===== config.mk =====
export PLATFORM = sky130hd
export DESIGN_NAME = servo_gait_sequencer_unit_flat
export DESIGN_NICKNAME = d
export VERILOG_FILES = /design/src/design/sgs_pkg.sv /design/src/design/sgs_ifs.sv /design/src/design/servo_gait_sequencer_unit.sv /design/src/design/sgs_state.sv /design/src/design/sgs_pose.sv /design/src/flat_wrapper.sv
export VERILOG_INCLUDE_DIRS = /design/src /design/src/design
export SDC_FILE = /design/constraint.sdc
export NUM_CORES = 1
export LEC_CHECK = 0
export ABC_AREA = 0
export BUFFER_PORTS_ARGS = -buffer_cell sky130_fd_sc_hd__buf_2
export CAP_MARGIN = 20
export CORE_MARGIN = 2
export CORE_UTILIZATION = 52
export DETAILED_ROUTE_END_ITERATION = 6
export GPL_TIMING_DRIVEN = 0
export PLACE_DENSITY_LB_ADDON = 0.1
export SETUP_SLACK_MARGIN = 0.1
export SLEW_MARGIN = 20
export SYNTH_ARGS = -nofsm -noshare
export SYNTH_HDL_FRONTEND = slang
export SYNTH_HIERARCHICAL = 1
export SYNTH_SLANG_ARGS = --single-unit

===== constraint.sdc =====
create_clock -name clk -period 5.85 [get_ports clk]
set_clock_uncertainty 0.2 [all_clocks]
set_input_delay 0.8775 -clock clk [delete_from_list [all_inputs] [get_ports clk]]
set_output_delay 0.8775 -clock clk [all_outputs]
set_load 0.05 [all_outputs]

===== src/design/servo_gait_sequencer_unit_defines.svh =====
// ----------------------------------------------------------------------------
// servo gait sequencer assertion macros
// shared concurrent check forms, sampled on clk, off during reset
// ----------------------------------------------------------------------------
`ifndef SERVO_GAIT_SEQUENCER_UNIT_DEFINES_SVH
`define SERVO_GAIT_SEQUENCER_UNIT_DEFINES_SVH

// same-cycle implication
`define SGS_ASSERT_NOW(label, ante, cons) \
	label: assert property (@(posedge clk) disable iff (!arst_n) (ante) |-> (cons)) \
		else $error("sgs check failed");

// next-cycle implication
`define SGS_ASSERT_NEXT(label, ante, cons) \
	label: assert property (@(posedge clk) disable iff (!arst_n) (ante) |=> (cons)) \
		else $error("sgs check failed");

`endif


===== src/design/sgs_pkg.sv =====
// ----------------------------------------------------------------------------
// sgs_pkg
// shared types, command and action codes, pose constants
// ----------------------------------------------------------------------------
package sgs_pkg;

	localparam int COUNTER_BITS = 16;
	localparam int THR_W        = 15;
	localparam int CMD_W        = 4;
	localparam int DIST_W       = 16;
	localparam int ANG_W        = 8;
	localparam int ACT_W        = 3;
	localparam int PHASE_W      = 6;

	localparam logic [CMD_W-1:0] CMD_NOP    = 4'd0;
	localparam logic [CMD_W-1:0] CMD_FWD    = 4'd1;
	localparam logic [CMD_W-1:0] CMD_BACK   = 4'd2;
	localparam logic [CMD_W-1:0] CMD_LEFT   = 4'd3;
	localparam logic [CMD_W-1:0] CMD_RIGHT  = 4'd4;
	localparam logic [CMD_W-1:0] CMD_SWAY   = 4'd5;
	localparam logic [CMD_W-1:0] CMD_AUTO   = 4'd10;
	localparam logic [CMD_W-1:0] CMD_MANUAL = 4'd11;
	localparam logic [CMD_W-1:0] CMD_HOME   = 4'd12;

	localparam logic [ACT_W-1:0] ACT_IDLE  = 3'd0;
	localparam logic [ACT_W-1:0] ACT_WALK  = 3'd1;
	localparam logic [ACT_W-1:0] ACT_LEFT  = 3'd3;
	localparam logic [ACT_W-1:0] ACT_SWING = 3'd5;

	localparam logic [THR_W-1:0] THR_RESET = 15'd100;

	localparam logic [PHASE_W-1:0] PHASE_LAST = 6'd39;
	localparam logic [PHASE_W-1:0] PHASE_HALF = 6'd20;
	localparam logic [PHASE_W-1:0] PHASE_FULL = 6'd40;
	localparam logic [PHASE_W-1:0] STEP_LEN   = 6'd10;
	localparam logic [PHASE_W-1:0] STEP_TWO   = 6'd30;

	localparam logic [ANG_W-1:0] ANG_HIP_HI  = 8'd135;
	localparam logic [ANG_W-1:0] ANG_HIP_LO  = 8'd45;
	localparam logic [ANG_W-1:0] ANG_MAX     = 8'd180;
	localparam logic [ANG_W-1:0] ANG_ZERO    = 8'd0;
	localparam logic [ANG_W-1:0] ANG_STRIDE  = 8'd10;

	typedef enum logic [1:0] {
		POSE_NEUTRAL,
		POSE_WALK,
		POSE_SWING
	} pose_t;

	typedef struct packed {
		logic [CMD_W-1:0]         command;
		logic                     distance_valid;
		logic signed [DIST_W-1:0] distance_mm;
	} tick_t;

	typedef struct packed {
		logic               emit;
		pose_t              pose;
		logic [PHASE_W-1:0] phase;
	} step_t;

	typedef struct packed {
		logic [ANG_W-1:0] servo_a;
		logic [ANG_W-1:0] servo_b;
		logic [ANG_W-1:0] servo_c;
		logic [ANG_W-1:0] servo_d;
		logic [ANG_W-1:0] servo_e;
		logic [ANG_W-1:0] servo_f;
		logic [ANG_W-1:0] servo_g;
		logic [ANG_W-1:0] servo_h;
	} frame_t;

endpackage


===== src/design/sgs_ifs.sv =====
// ----------------------------------------------------------------------------
// sgs channel interfaces
// tick input, frame output and threshold write channels
// ----------------------------------------------------------------------------
interface sgs_tick_if;
	logic                                  valid;
	logic                                  ready;
	logic [sgs_pkg::CMD_W-1:0]             command;
	logic                                  distance_valid;
	logic signed [sgs_pkg::DIST_W-1:0]     distance_mm;

	modport source (output valid, command, distance_valid, distance_mm, input ready);
	modport sink (input valid, command, distance_valid, distance_mm, output ready);
endinterface

interface sgs_frame_if;
	logic                          valid;
	logic                          ready;
	logic [sgs_pkg::ANG_W-1:0]     servo_a;
	logic [sgs_pkg::ANG_W-1:0]     servo_b;
	logic [sgs_pkg::ANG_W-1:0]     servo_c;
	logic [sgs_pkg::ANG_W-1:0]     servo_d;
	logic [sgs_pkg::ANG_W-1:0]     servo_e;
	logic [sgs_pkg::ANG_W-1:0]     servo_f;
	logic [sgs_pkg::ANG_W-1:0]     servo_g;
	logic [sgs_pkg::ANG_W-1:0]     servo_h;

	modport source (output valid, servo_a, servo_b, servo_c, servo_d,
		servo_e, servo_f, servo_g, servo_h, input ready);
	modport sink (input valid, servo_a, servo_b, servo_c, servo_d,
		servo_e, servo_f, servo_g, servo_h, output ready);
endinterface

interface sgs_cfg_if;
	logic                          valid;
	logic                          ready;
	logic [sgs_pkg::THR_W-1:0]     obstacle_threshold_mm;

	modport source (output valid, obstacle_threshold_mm, input ready);
	modport sink (input valid, obstacle_threshold_mm, output ready);
endinterface


===== src/design/servo_gait_sequencer_unit.sv =====
// ----------------------------------------------------------------------------
// servo_gait_sequencer_unit
// tick-driven gait sequencer for an eight-servo walker
//
// channel  dir  word
// tick     in   command, distance_valid, distance_mm
// frame    out  servo_a .. servo_h
// cfg      in   obstacle_threshold_mm
//
// one tick per cycle sustained while frame is not stalled; a frame is presented only for ticks that emit one
// input register, state and pose logic, output register
// a stalled frame holds the tick stage; one tick still enters behind it
// arst_n clears action, mode, counter and threshold (100 mm), no clearing pass
// ----------------------------------------------------------------------------
module servo_gait_sequencer_unit (
	input  logic         clk,
	input  logic         arst_n,
	sgs_tick_if.sink     tick,
	sgs_frame_if.source  frame,
	sgs_cfg_if.sink      cfg
);
	import sgs_pkg::*;

	tick_t            tick_s1;
	logic             valid_s1;
	logic             adv;
	logic [THR_W-1:0] thr_q;
	step_t            step;
	frame_t           pose_frame;
	frame_t           frame_q;
	logic             out_valid_q;

	assign adv        = valid_s1 && (!out_valid_q || frame.ready);
	assign tick.ready = !valid_s1 || adv;
	assign cfg.ready  = 1'b1;

	always_ff @(posedge clk or negedge arst_n) begin
		if (!arst_n) begin
			thr_q <= THR_RESET;
		end else if (cfg.valid) begin
			thr_q <= cfg.obstacle_threshold_mm;
		end
	end

	always_ff @(posedge clk or negedge arst_n) begin
		if (!arst_n) begin
			valid_s1 <= 1'b0;
		end else if (tick.ready) begin
			valid_s1 <= tick.valid;
		end
	end

	always_ff @(posedge clk) begin
		if (tick.valid && tick.ready) begin
			tick_s1.command        <= tick.command;
			tick_s1.distance_valid <= tick.distance_valid;
			tick_s1.distance_mm    <= tick.distance_mm;
		end
	end

	sgs_state u_state (
		.clk    (clk),
		.arst_n (arst_n),
		.adv    (adv),
		.item   (tick_s1),
		.thr    (thr_q),
		.step   (step)
	);

	sgs_pose u_pose (
		.step  (step),
		.frame (pose_frame)
	);

	always_ff @(posedge clk or negedge arst_n) begin
		if (!arst_n) begin
			out_valid_q <= 1'b0;
		end else if (adv) begin
			out_valid_q <= step.emit;
		end else if (frame.ready) begin
			out_valid_q <= 1'b0;
		end
	end

	always_ff @(posedge clk) begin
		if (adv && step.emit) begin
			frame_q <= pose_frame;
		end
	end

	assign frame.valid   = out_valid_q;
	assign frame.servo_a = frame_q.servo_a;
	assign frame.servo_b = frame_q.servo_b;
	assign frame.servo_c = frame_q.servo_c;
	assign frame.servo_d = frame_q.servo_d;
	assign frame.servo_e = frame_q.servo_e;
	assign frame.servo_f = frame_q.servo_f;
	assign frame.servo_g = frame_q.servo_g;
	assign frame.servo_h = frame_q.servo_h;
endmodule


===== src/design/sgs_state.sv =====
// ----------------------------------------------------------------------------
// sgs_state
// action, mode and tick counter update; picks the pose for each tick
// ----------------------------------------------------------------------------
`include "servo_gait_sequencer_unit_defines.svh"

module sgs_state (
	input  logic                        clk,
	input  logic                        arst_n,
	input  logic                        adv,
	input  sgs_pkg::tick_t              item,
	input  logic [sgs_pkg::THR_W-1:0]   thr,
	output sgs_pkg::step_t              step
);
	import sgs_pkg::*;

	logic [COUNTER_BITS-1:0] tick_q, tick_n;
	logic [PHASE_W-1:0]      phase_q, phase_n;
	logic [ACT_W-1:0]        action_q, action_n;
	logic                    auto_q, auto_n;
	logic                    neutral;
	logic signed [DIST_W-1:0] thr_s;

	assign thr_s = signed'({1'b0, thr});

	always_comb begin
		if (tick_q == {COUNTER_BITS{1'b1}}) begin
			tick_n  = '0;
			phase_n = '0;
		end else begin
			tick_n  = tick_q + 1'b1;
			phase_n = (phase_q == PHASE_LAST) ? '0 : phase_q + 1'b1;
		end
		action_n = action_q;
		auto_n   = auto_q;
		neutral  = 1'b0;
		case (item.command)
			CMD_FWD, CMD_BACK, CMD_LEFT, CMD_RIGHT, CMD_SWAY: begin
				action_n = ACT_W'(item.command);
				tick_n   = '0;
				phase_n  = '0;
				auto_n   = 1'b0;
			end
			CMD_AUTO: begin
				auto_n   = 1'b1;
				action_n = ACT_WALK;
				tick_n   = '0;
				phase_n  = '0;
			end
			CMD_MANUAL: begin
				auto_n = 1'b0;
			end
			CMD_HOME: begin
				auto_n   = 1'b0;
				action_n = ACT_IDLE;
				neutral  = 1'b1;
			end
			default: begin
			end
		endcase
		if (item.distance_valid && auto_n) begin
			if (item.distance_mm > 0 && item.distance_mm < thr_s) begin
				action_n = ACT_LEFT;
			end else if (item.distance_mm >= thr_s) begin
				action_n = ACT_WALK;
			end
		end
		step.emit  = neutral || action_n == ACT_WALK || action_n == ACT_SWING;
		step.pose  = neutral ? POSE_NEUTRAL : (action_n == ACT_WALK ? POSE_WALK : POSE_SWING);
		step.phase = phase_n;
	end

	always_ff @(posedge clk or negedge arst_n) begin
		if (!arst_n) begin
			tick_q   <= '0;
			phase_q  <= '0;
			action_q <= ACT_IDLE;
			auto_q   <= 1'b0;
		end else if (adv) begin
			tick_q   <= tick_n;
			phase_q  <= phase_n;
			action_q <= action_n;
			auto_q   <= auto_n;
		end
	end

	// phase is the counter mod 40
	`SGS_ASSERT_NOW(a_phase_range, 1'b1, phase_q <= PHASE_LAST)
	`SGS_ASSERT_NOW(a_phase_zero, tick_q == '0, phase_q == '0)
	// auto mode only ever walks or turns away
	`SGS_ASSERT_NOW(a_auto_action, auto_q, action_q == ACT_WALK || action_q == ACT_LEFT)
	`SGS_ASSERT_NEXT(a_reset_cmd, adv && item.command == CMD_HOME,
		action_q == ACT_IDLE && !auto_q)
endmodule


===== src/design/sgs_pose.sv =====
// ----------------------------------------------------------------------------
// sgs_pose
// eight-angle frame for neutral, walking and swing poses
// ----------------------------------------------------------------------------
module sgs_pose (
	input  sgs_pkg::step_t  step,
	output sgs_pkg::frame_t frame
);
	import sgs_pkg::*;

	logic             first;
	logic [ANG_W-1:0] e;

	assign first = step.phase < STEP_LEN ||
		(step.phase >= PHASE_HALF && step.phase < STEP_TWO);
	assign e = (step.phase < PHASE_HALF) ? ANG_W'({step.phase, 1'b0})
		: ANG_W'({PHASE_FULL - step.phase, 1'b0});

	always_comb begin
		frame.servo_a = ANG_HIP_HI;
		frame.servo_b = ANG_HIP_LO;
		frame.servo_c = ANG_HIP_LO;
		frame.servo_d = ANG_HIP_HI;
		frame.servo_e = ANG_ZERO;
		frame.servo_f = ANG_MAX;
		frame.servo_g = ANG_ZERO;
		frame.servo_h = ANG_MAX;
		case (step.pose)
			POSE_WALK: begin
				frame.servo_a = first ? ANG_HIP_HI + ANG_STRIDE : ANG_HIP_HI - ANG_STRIDE;
				frame.servo_b = first ? ANG_HIP_LO - ANG_STRIDE : ANG_HIP_LO + ANG_STRIDE;
				frame.servo_c = first ? ANG_HIP_LO - ANG_STRIDE : ANG_HIP_LO + ANG_STRIDE;
				frame.servo_d = first ? ANG_HIP_HI + ANG_STRIDE : ANG_HIP_HI - ANG_STRIDE;
			end
			POSE_SWING: begin
				frame.servo_e = e;
				frame.servo_f = ANG_MAX - e;
				frame.servo_g = e;
				frame.servo_h = ANG_MAX - e;
			end
			default: begin
			end
		endcase
	end
endmodule

===== src/flat_wrapper.sv =====
// flat-port wrapper written by rule: the top's interface ports become plain ports
module servo_gait_sequencer_unit_flat import sgs_pkg::*;
  (clk, arst_n, tick_valid, tick_command, tick_distance_valid, tick_distance_mm, tick_ready, frame_valid, frame_servo_a, frame_servo_b, frame_servo_c, frame_servo_d, frame_servo_e, frame_servo_f, frame_servo_g, frame_servo_h, frame_ready, cfg_valid, cfg_obstacle_threshold_mm, cfg_ready);
  sgs_tick_if tick_i ();
  sgs_frame_if frame_i ();
  sgs_cfg_if cfg_i ();
  input  logic clk;
  input  logic arst_n;
  input wire logic [$bits(tick_i.valid)-1:0] tick_valid;
  input wire logic [$bits(tick_i.command)-1:0] tick_command;
  input wire logic [$bits(tick_i.distance_valid)-1:0] tick_distance_valid;
  input wire logic [$bits(tick_i.distance_mm)-1:0] tick_distance_mm;
  output wire logic [$bits(tick_i.ready)-1:0] tick_ready;
  output wire logic [$bits(frame_i.valid)-1:0] frame_valid;
  output wire logic [$bits(frame_i.servo_a)-1:0] frame_servo_a;
  output wire logic [$bits(frame_i.servo_b)-1:0] frame_servo_b;
  output wire logic [$bits(frame_i.servo_c)-1:0] frame_servo_c;
  output wire logic [$bits(frame_i.servo_d)-1:0] frame_servo_d;
  output wire logic [$bits(frame_i.servo_e)-1:0] frame_servo_e;
  output wire logic [$bits(frame_i.servo_f)-1:0] frame_servo_f;
  output wire logic [$bits(frame_i.servo_g)-1:0] frame_servo_g;
  output wire logic [$bits(frame_i.servo_h)-1:0] frame_servo_h;
  input wire logic [$bits(frame_i.ready)-1:0] frame_ready;
  input wire logic [$bits(cfg_i.valid)-1:0] cfg_valid;
  input wire logic [$bits(cfg_i.obstacle_threshold_mm)-1:0] cfg_obstacle_threshold_mm;
  output wire logic [$bits(cfg_i.ready)-1:0] cfg_ready;
  assign tick_i.valid = tick_valid;
  assign tick_i.command = tick_command;
  assign tick_i.distance_valid = tick_distance_valid;
  assign tick_i.distance_mm = tick_distance_mm;
  assign tick_ready = tick_i.ready;
  assign frame_valid = frame_i.valid;
  assign frame_servo_a = frame_i.servo_a;
  assign frame_servo_b = frame_i.servo_b;
  assign frame_servo_c = frame_i.servo_c;
  assign frame_servo_d = frame_i.servo_d;
  assign frame_servo_e = frame_i.servo_e;
  assign frame_servo_f = frame_i.servo_f;
  assign frame_servo_g = frame_i.servo_g;
  assign frame_servo_h = frame_i.servo_h;
  assign frame_i.ready = frame_ready;
  assign cfg_i.valid = cfg_valid;
  assign cfg_i.obstacle_threshold_mm = cfg_obstacle_threshold_mm;
  assign cfg_ready = cfg_i.ready;
  servo_gait_sequencer_unit u_core (.clk(clk), .arst_n(arst_n), .tick(tick_i), .frame(frame_i), .cfg(cfg_i));
endmodule

==> results.sh, run 1 <==
export IMPL_cp_required_ns=5.82
export IMPL_rsz0062_at_grt="no"
export IMPL_gp_congestion=0.853
export IMPL_cts_tree="yes"
export IMPL_fill_cells=888
export IMPL_highest_layer="met4"
export IMPL_crit_arrival_ns=3.69
export IMPL_leakage_nw=3.25
export IMPL_synth_cells=478
export IMPL_wl_met3_um=531
export IMPL_period_share=0.635
export IMPL_first_iter_violations=241
export IMPL_die_area_um2=12600
export IMPL_yosysSeqAreaShare=0.598
export IMPL_synth_avg_cell_area_um2=12.7
export IMPL_powerDensity_nw_per_um2=424
export IMPL_critPathKind="reg -> reg"
export IMPL_yosys_top_cells_area="edfxtp_1 (42%), dfrtp_1 (16%), buf_4 (5.9%)"
export IMPL_grt_pass1_vias=3973
export IMPL_seqCellArea_um2=3630
export IMPL_post_cts_resized=0
export IMPL_synth_top_cell_area_share=0.420
export IMPL_route_detailed_drc=0
export IMPL_wl_per_cell_um=14.8
export IMPL_die_y_um=112
export IMPL_maxSlewViolCount=0
export IMPL_cts_max_path_buffers=2
export IMPL_vias=3959
export IMPL_yosys_area_top_type="edfxtp_1"
export IMPL_htree_levels=4
export IMPL_antenna_found_initial=0
export IMPL_finalHoldViolCount=0
export IMPL_coreArea_um2=11400
export IMPL_finalPower_mw=3.17
export IMPL_ios=108
export IMPL_clock_latency_ns=0.41
export IMPL_status="complete, no violations"
export IMPL_cap_violations=0
export IMPL_start_kind="flop"
export IMPL_grt_max_degree=44
export IMPL_rows=39
export IMPL_routed_wl_um=11500
export IMPL_numCtsBuffers=17
export IMPL_relSlewSlack=0.376
export IMPL_ir_drop_v=0.000363
export IMPL_synth_seq_cells=128
export IMPL_die_x_um=112
export IMPL_grt_ovfl_total=0
export IMPL_fin_cells=774
export IMPL_setup_violations=0
export IMPL_initial_utilization=0.532
export IMPL_clkTransAtPathRegs_ns=0.06
export IMPL_wl_met2_um=5840
export IMPL_crit_fanout=8
export IMPL_ant_nets=0
export IMPL_cts_sinks=128
export IMPL_worst_r2r_cell_count=14
export IMPL_nets=678
export IMPL_hold_path_class="in -> async"
export IMPL_viasPerCell=5.11
export IMPL_rr_startpoint="u_core/u_state/tick_q[0]"
export IMPL_synth_edf_count=85
export IMPL_synth_flop_cell="edfxtp_1"
export IMPL_place_hpwl_um=8060
export IMPL_grtUsageTotal=0.196
export IMPL_dr_pass1_iters=4
export IMPL_cts_root_buf="clkbuf_16"
export IMPL_post_dp_cell_area_um2=6880
export IMPL_fin_util=0.656
export IMPL_ys_warn_count=6
export IMPL_fmax_mhz=269
export IMPL_grt_pass1_wl_um=19300
export IMPL_dp_cells=742
export IMPL_finalCriticalPeriod_ns=3.72
export IMPL_port_buffers=105
export IMPL_synth_cell_type_count=63
export IMPL_wirelength_met1_um=5000
export IMPL_cts_hold_buf=0
export IMPL_fin_area_um2=7490
export IMPL_drive_gt1_frac=0.368
export IMPL_synth_area_um2=6080
export IMPL_r2r_slack_ns=2.13
export IMPL_r2r_end="u_core/frame.servo_f[6]"
export IMPL_diodes=0
export IMPL_multi_input_area_um2=1980
export IMPL_cts_setup_buffers=0
export IMPL_crit_path_end_kind="flop"
export IMPL_synthArstFlopShare=0.336
export IMPL_area_growth_pct=23.2
export IMPL_worstMarginPinSlew_ns=0.936
export IMPL_whs_ns=0.257
[metrics by stage]
stage / setup WS, ns / TNS, ns
3_5_place_dp: 2.19 / 0
6_report: 2.13 / 0
2_1_floorplan: 0.433 / 0
5_1_grt: 1.84 / 0
3_3_place_gp: -0.628 / -39.99
4_1_cts: 2.16 / 0
[per-layer routing]
metal / vias to the layer above / GRT usage
li1: 1954 / -
met4: 0 / 0.0618
met2: 108 / 0.328
met5: - / 0
met3: 6 / 0.0594
met1: 1891 / 0.247
[cells in the mapped netlist (2+ instances only)]
library cell	instances
clkbuf_1	4
and2_1	10
nand2b_1	9
o31a_1	2
nor2b_1	7
a21oi_1	9
mux2_4	11
nor3_1	6
conb_1	3
inv_1	24
a21o_1	4
o21ai_0	29
o211a_1	2
o32ai_2	2
buf_2	3
ha_1	19
nand3_1	8
o21a_1	6
and3_1	6
mux2i_1	3
xor2_1	6
buf_6	2
and4_1	4
nand4_1	8
dfrtp_1	40
buf_4	48
nor4_1	3
nor2_1	29
nand2_1	34
edfxtp_1	85
xnor2_1	4
a31oi_1	5
o31ai_1	4
dfstp_2	3
mux2_2	8
[report_power, final]
group / switching (mW) / leakage [nW] / internal [mW] / total, mW
clock: 0.404 / 0.285 / 0.675 / 1.08
combinational: 0.592 / 1.64 / 0.289 / 0.880
sequential: 0.0648 / 1.32 / 1.15 / 1.21
[sequential cells by signal (all words and copies together), names as in the netlist]
name,cells
u_core/frame.valid,1
u_core/u_state/tick_q,16
u_core/tick_s1,21
u_core/frame.servo_f,8
u_core/frame.servo_d,8
u_core/frame.servo_b,8
u_core/thr_q,15
u_core/frame.servo_c,8
u_core/frame.servo_a,8
u_core/u_state/action_q,3
u_core/u_state/phase_q,6
u_core/frame.servo_e,8
u_core/u_state/auto_q,1
u_core/frame.servo_g,8
u_core/frame.servo_h,8
u_core/valid_s1,1
[critical path: stages, from the launching register on]
cell and delay [ns]:
dfrtp_1 0.40, ha_1 0.24, nand3_1 0.12, nor2_1 0.15, a41o_4 0.35, nand2b_1 0.20, nor2_1 0.30, inv_1 0.11
ha_1 0.30, o21ai_0 0.11, o32ai_2 0.15, a211oi_2 0.32, nor3_2 0.07, mux2_4 0.31, buf_4 0.13
[worst max-delay path by stage]
stage                               to  slack (ns)                startpoint  cells after the start
2_1_floorplan  u_core/frame.servo_a[0]        0.43        u_core/tick_s1[13]                      9
3_3_place_gp   u_core/frame.servo_a[2]       -0.63           u_core/thr_q[6]                     10
3_5_place_dp   u_core/frame.servo_f[6]        2.19  u_core/u_state/tick_q[0]                     14
4_1_cts        u_core/frame.servo_f[6]        2.16  u_core/u_state/tick_q[0]                     14
5_1_grt        u_core/frame.servo_f[6]        1.84  u_core/u_state/tick_q[0]                     13
6_report       u_core/frame.servo_f[6]        2.13  u_core/u_state/tick_q[0]                     14
[cells by family (layout without fill, tap and decap cells)]
family | after synthesis | in the layout | synth area share
other | 3 | 17 | 0.00185
multiplexers | 22 | 22 | 0.0469
adder cells (fa/ha/maj) | 20 | 20 | 0.0408
buffers and inverters | 83 | 222 | 0.0867
flip-flops | 128 | 128 | 0.598
XOR/XNOR | 10 | 10 | 0.0144
AND/OR/NAND/NOR | 135 | 135 | 0.123
AO/OA/AOI/OAI | 77 | 77 | 0.0892
[final cells by class]
type,count,share of cell area
timing repair buffer,107,0.0752
clock inverter,15,0.0247
multi-input combinational,281,0.264
tap,143,0.0239
clock buffer,17,0.0568
inverter,25,0.0125
sequential,128,0.485
buffer,58,0.0578
[cell usage in the layout (no fill, tap or decap), types with 10 or more instances in the layout]
cell type / instances
buf_2: 107
edfxtp_1: 85
buf_4: 49
dfrtp_1: 40
nand2_1: 34
nor2_1: 29
o21ai_0: 29
inv_1: 24
ha_1: 19
clkbuf_16: 17
conb_1: 17
mux2_4: 11
and2_1: 10
No activity file was read; power rests on OpenSTA's default activity.
==> run 2: changes to the inputs <==
Settings changed: CORE_UTILIZATION 52 to 57.
Clock period 5.85 ns to 3.7 ns, I/O delays scaled along.
==> results.sh, run 2 (synthesized netlist as in run 1, its figures left out) <==
export IMPL_numCtsBuffers=17
export IMPL_grt_pass1_wl_um=18700
export IMPL_area_growth_pct=27.1
export IMPL_mostFrequentLayoutCell="buf_2"
export IMPL_setup_violations=0
export IMPL_rows=37
export IMPL_r2r_slack_ns=0.28
export IMPL_cap_violations=0
export IMPL_critPathKind="reg -> reg"
export IMPL_tns_ns=0
export IMPL_regMostFlops="u_core/tick_s1"
export IMPL_finalCriticalPeriod_ns=3.42
export IMPL_ios=108
export IMPL_leakage_nw=3.35
export IMPL_violations="negative hold slack"
export IMPL_status="finished, violations left"
export IMPL_clkTransAtPathRegs_ns=0.06
export IMPL_start_kind="flop"
export IMPL_worst_r2r_cell_count=13
export IMPL_first_iter_violations=147
export IMPL_antenna_found_initial=1
export IMPL_gp_congestion=0.814
export IMPL_route_detailed_drc=0
export IMPL_crit_chain="and4_4 > and3_4 > a41o_4 > nand2b_4 > nor2_4 > inv_1 > ha_1 > o21ai_0 > o32ai_2 > a211oi_2 > nor3_2 > mux2_4 > buf_4"
export IMPL_port_buffers=105
export IMPL_whs_ns=-0.00498
export IMPL_ant_nets=0
export IMPL_rsz0062_at_grt="no"
export IMPL_die_area_um2=11500
export IMPL_initial_utilization=0.589
export IMPL_grtUsageTotal=0.213
export IMPL_fin_cells=793
export IMPL_crit_arrival_ns=3.50
export IMPL_cts_sinks=128
export IMPL_largest_register_ffs=21
export IMPL_cp_required_ns=3.78
export IMPL_critPathTopFamily="simple AND/OR/NAND/NOR gates"
export IMPL_cpPeakStageDelay_ns=0.45
export IMPL_drive_gt1_frac=0.372
export IMPL_cts_root_buf="clkbuf_8"
export IMPL_vias=4063
export IMPL_htree_levels=4
export IMPL_r2r_end="u_core/frame.servo_f[6]"
export IMPL_grt_max_degree=44
export IMPL_viasPerCell=5.12
export IMPL_nets=703
export IMPL_place_hpwl_um=7590
export IMPL_finalPower_mw=4.92
export IMPL_powerDensity_nw_per_um2=637
export IMPL_coreArea_um2=10300
export IMPL_crit_path_end_kind="flop"
export IMPL_cts_tree="yes"
export IMPL_grt_ovfl_total=0
export IMPL_maxSlewViolCount=0
export IMPL_wl_per_cell_um=14.4
export IMPL_relSlewSlack=0.339
export IMPL_dp_cells=735
export IMPL_top_regs="u_core/tick_s1: 21 flops, u_core/u_state/tick_q: 16 flops, u_core/thr_q: 15 flops"
export IMPL_hold_path_class="in -> async"
export IMPL_die_x_um=107
export IMPL_routed_wl_um=11400
export IMPL_crit_fanout=7
export IMPL_die_y_um=107
export IMPL_worstMarginPinSlew_ns=0.992
export IMPL_fmax_mhz=293
export IMPL_cts_max_path_buffers=2
export IMPL_rr_startpoint="u_core/u_state/tick_q[7]"
export IMPL_clock_latency_ns=0.52
export IMPL_finalHoldViolCount=11
export IMPL_path_buf_inv=2
export IMPL_dr_pass1_iters=4
export IMPL_ir_drop_v=0.000382
export IMPL_final_cell_mix="buf_2 (108), edfxtp_1 (85), buf_4 (54)"
export IMPL_period_share=0.924
export IMPL_slowest_stage="dfrtp_2"
export IMPL_grt_pass1_vias=4003
export IMPL_cp_num_cells=13
-- run 2: layout make-up --
cell class / count / area, um2
antenna: 1 / 2.50
buffer: 58 / 433
clock buffer: 18 / 418
clock inverter: 14 / 141
fill: 660 / 2600
inverter: 25 / 93.8
multi-input combinational: 281 / 2020
sequential: 128 / 3630
tap: 136 / 170
timing repair buffer: 132 / 808
-- run 2: report_power, final --
group	leakage [nW]	switching [mW]	total [mW]	internal, mW
logic	1.76	0.940	1.43	0.492
registers	1.32	0.106	1.92	1.82
clock network	0.270	0.608	1.56	0.955
total	3.35	1.65	4.92	3.26
-- run 2: metal layers --
layer  track usage  share of wire
met3        0.0587          0.051
met4        0.0928          0.022
met2         0.353           0.49
met5             0              0
met1         0.261           0.43
-- run 2: how the worst max path moves through the flow --
| stage | startpoint | end | slack (ns) |
|---|---|---|---|
| floorplan | u_core/tick_s1[13] | u_core/frame.servo_a[0] | 0.22 |
| global placement | u_core/tick_s1[14] | u_core/frame.servo_b[5] | -0.24 |
| detailed placement | u_core/u_state/tick_q[0] | u_core/frame.servo_f[6] | -0.004 |
| CTS | u_core/tick_s1[20] | u_core/frame.servo_f[6] | 0.11 |
| global route | u_core/tick_s1[18] | u_core/frame.servo_f[6] | 0.11 |
| finish | u_core/u_state/tick_q[7] | u_core/frame.servo_f[6] | 0.28 |
-- run 2: metrics by stage --
step,worst slack [ns],area [um2],utilization
2_1_floorplan,0.218,6140,-
3_3_place_gp,-0.240,6830,0.662
3_5_place_dp,-0.00357,6880,0.666
4_1_cts,0.115,7650,0.741
5_1_grt,0.109,7720,0.748
6_report,0.282,7720,0.748
-- run 2: repair_timing --
| item | CTS | global route |
|---|---|---|
| pin swaps | 0 | 6 |
| endpoints found under the hold margin | 19 | 0 |
| setup endpoints to repair | 5 | 10 |
| buffers inserted | 0 | 6 |
| hold buffers | 19 | 0 |
| gates resized for setup | 3 | 9 |
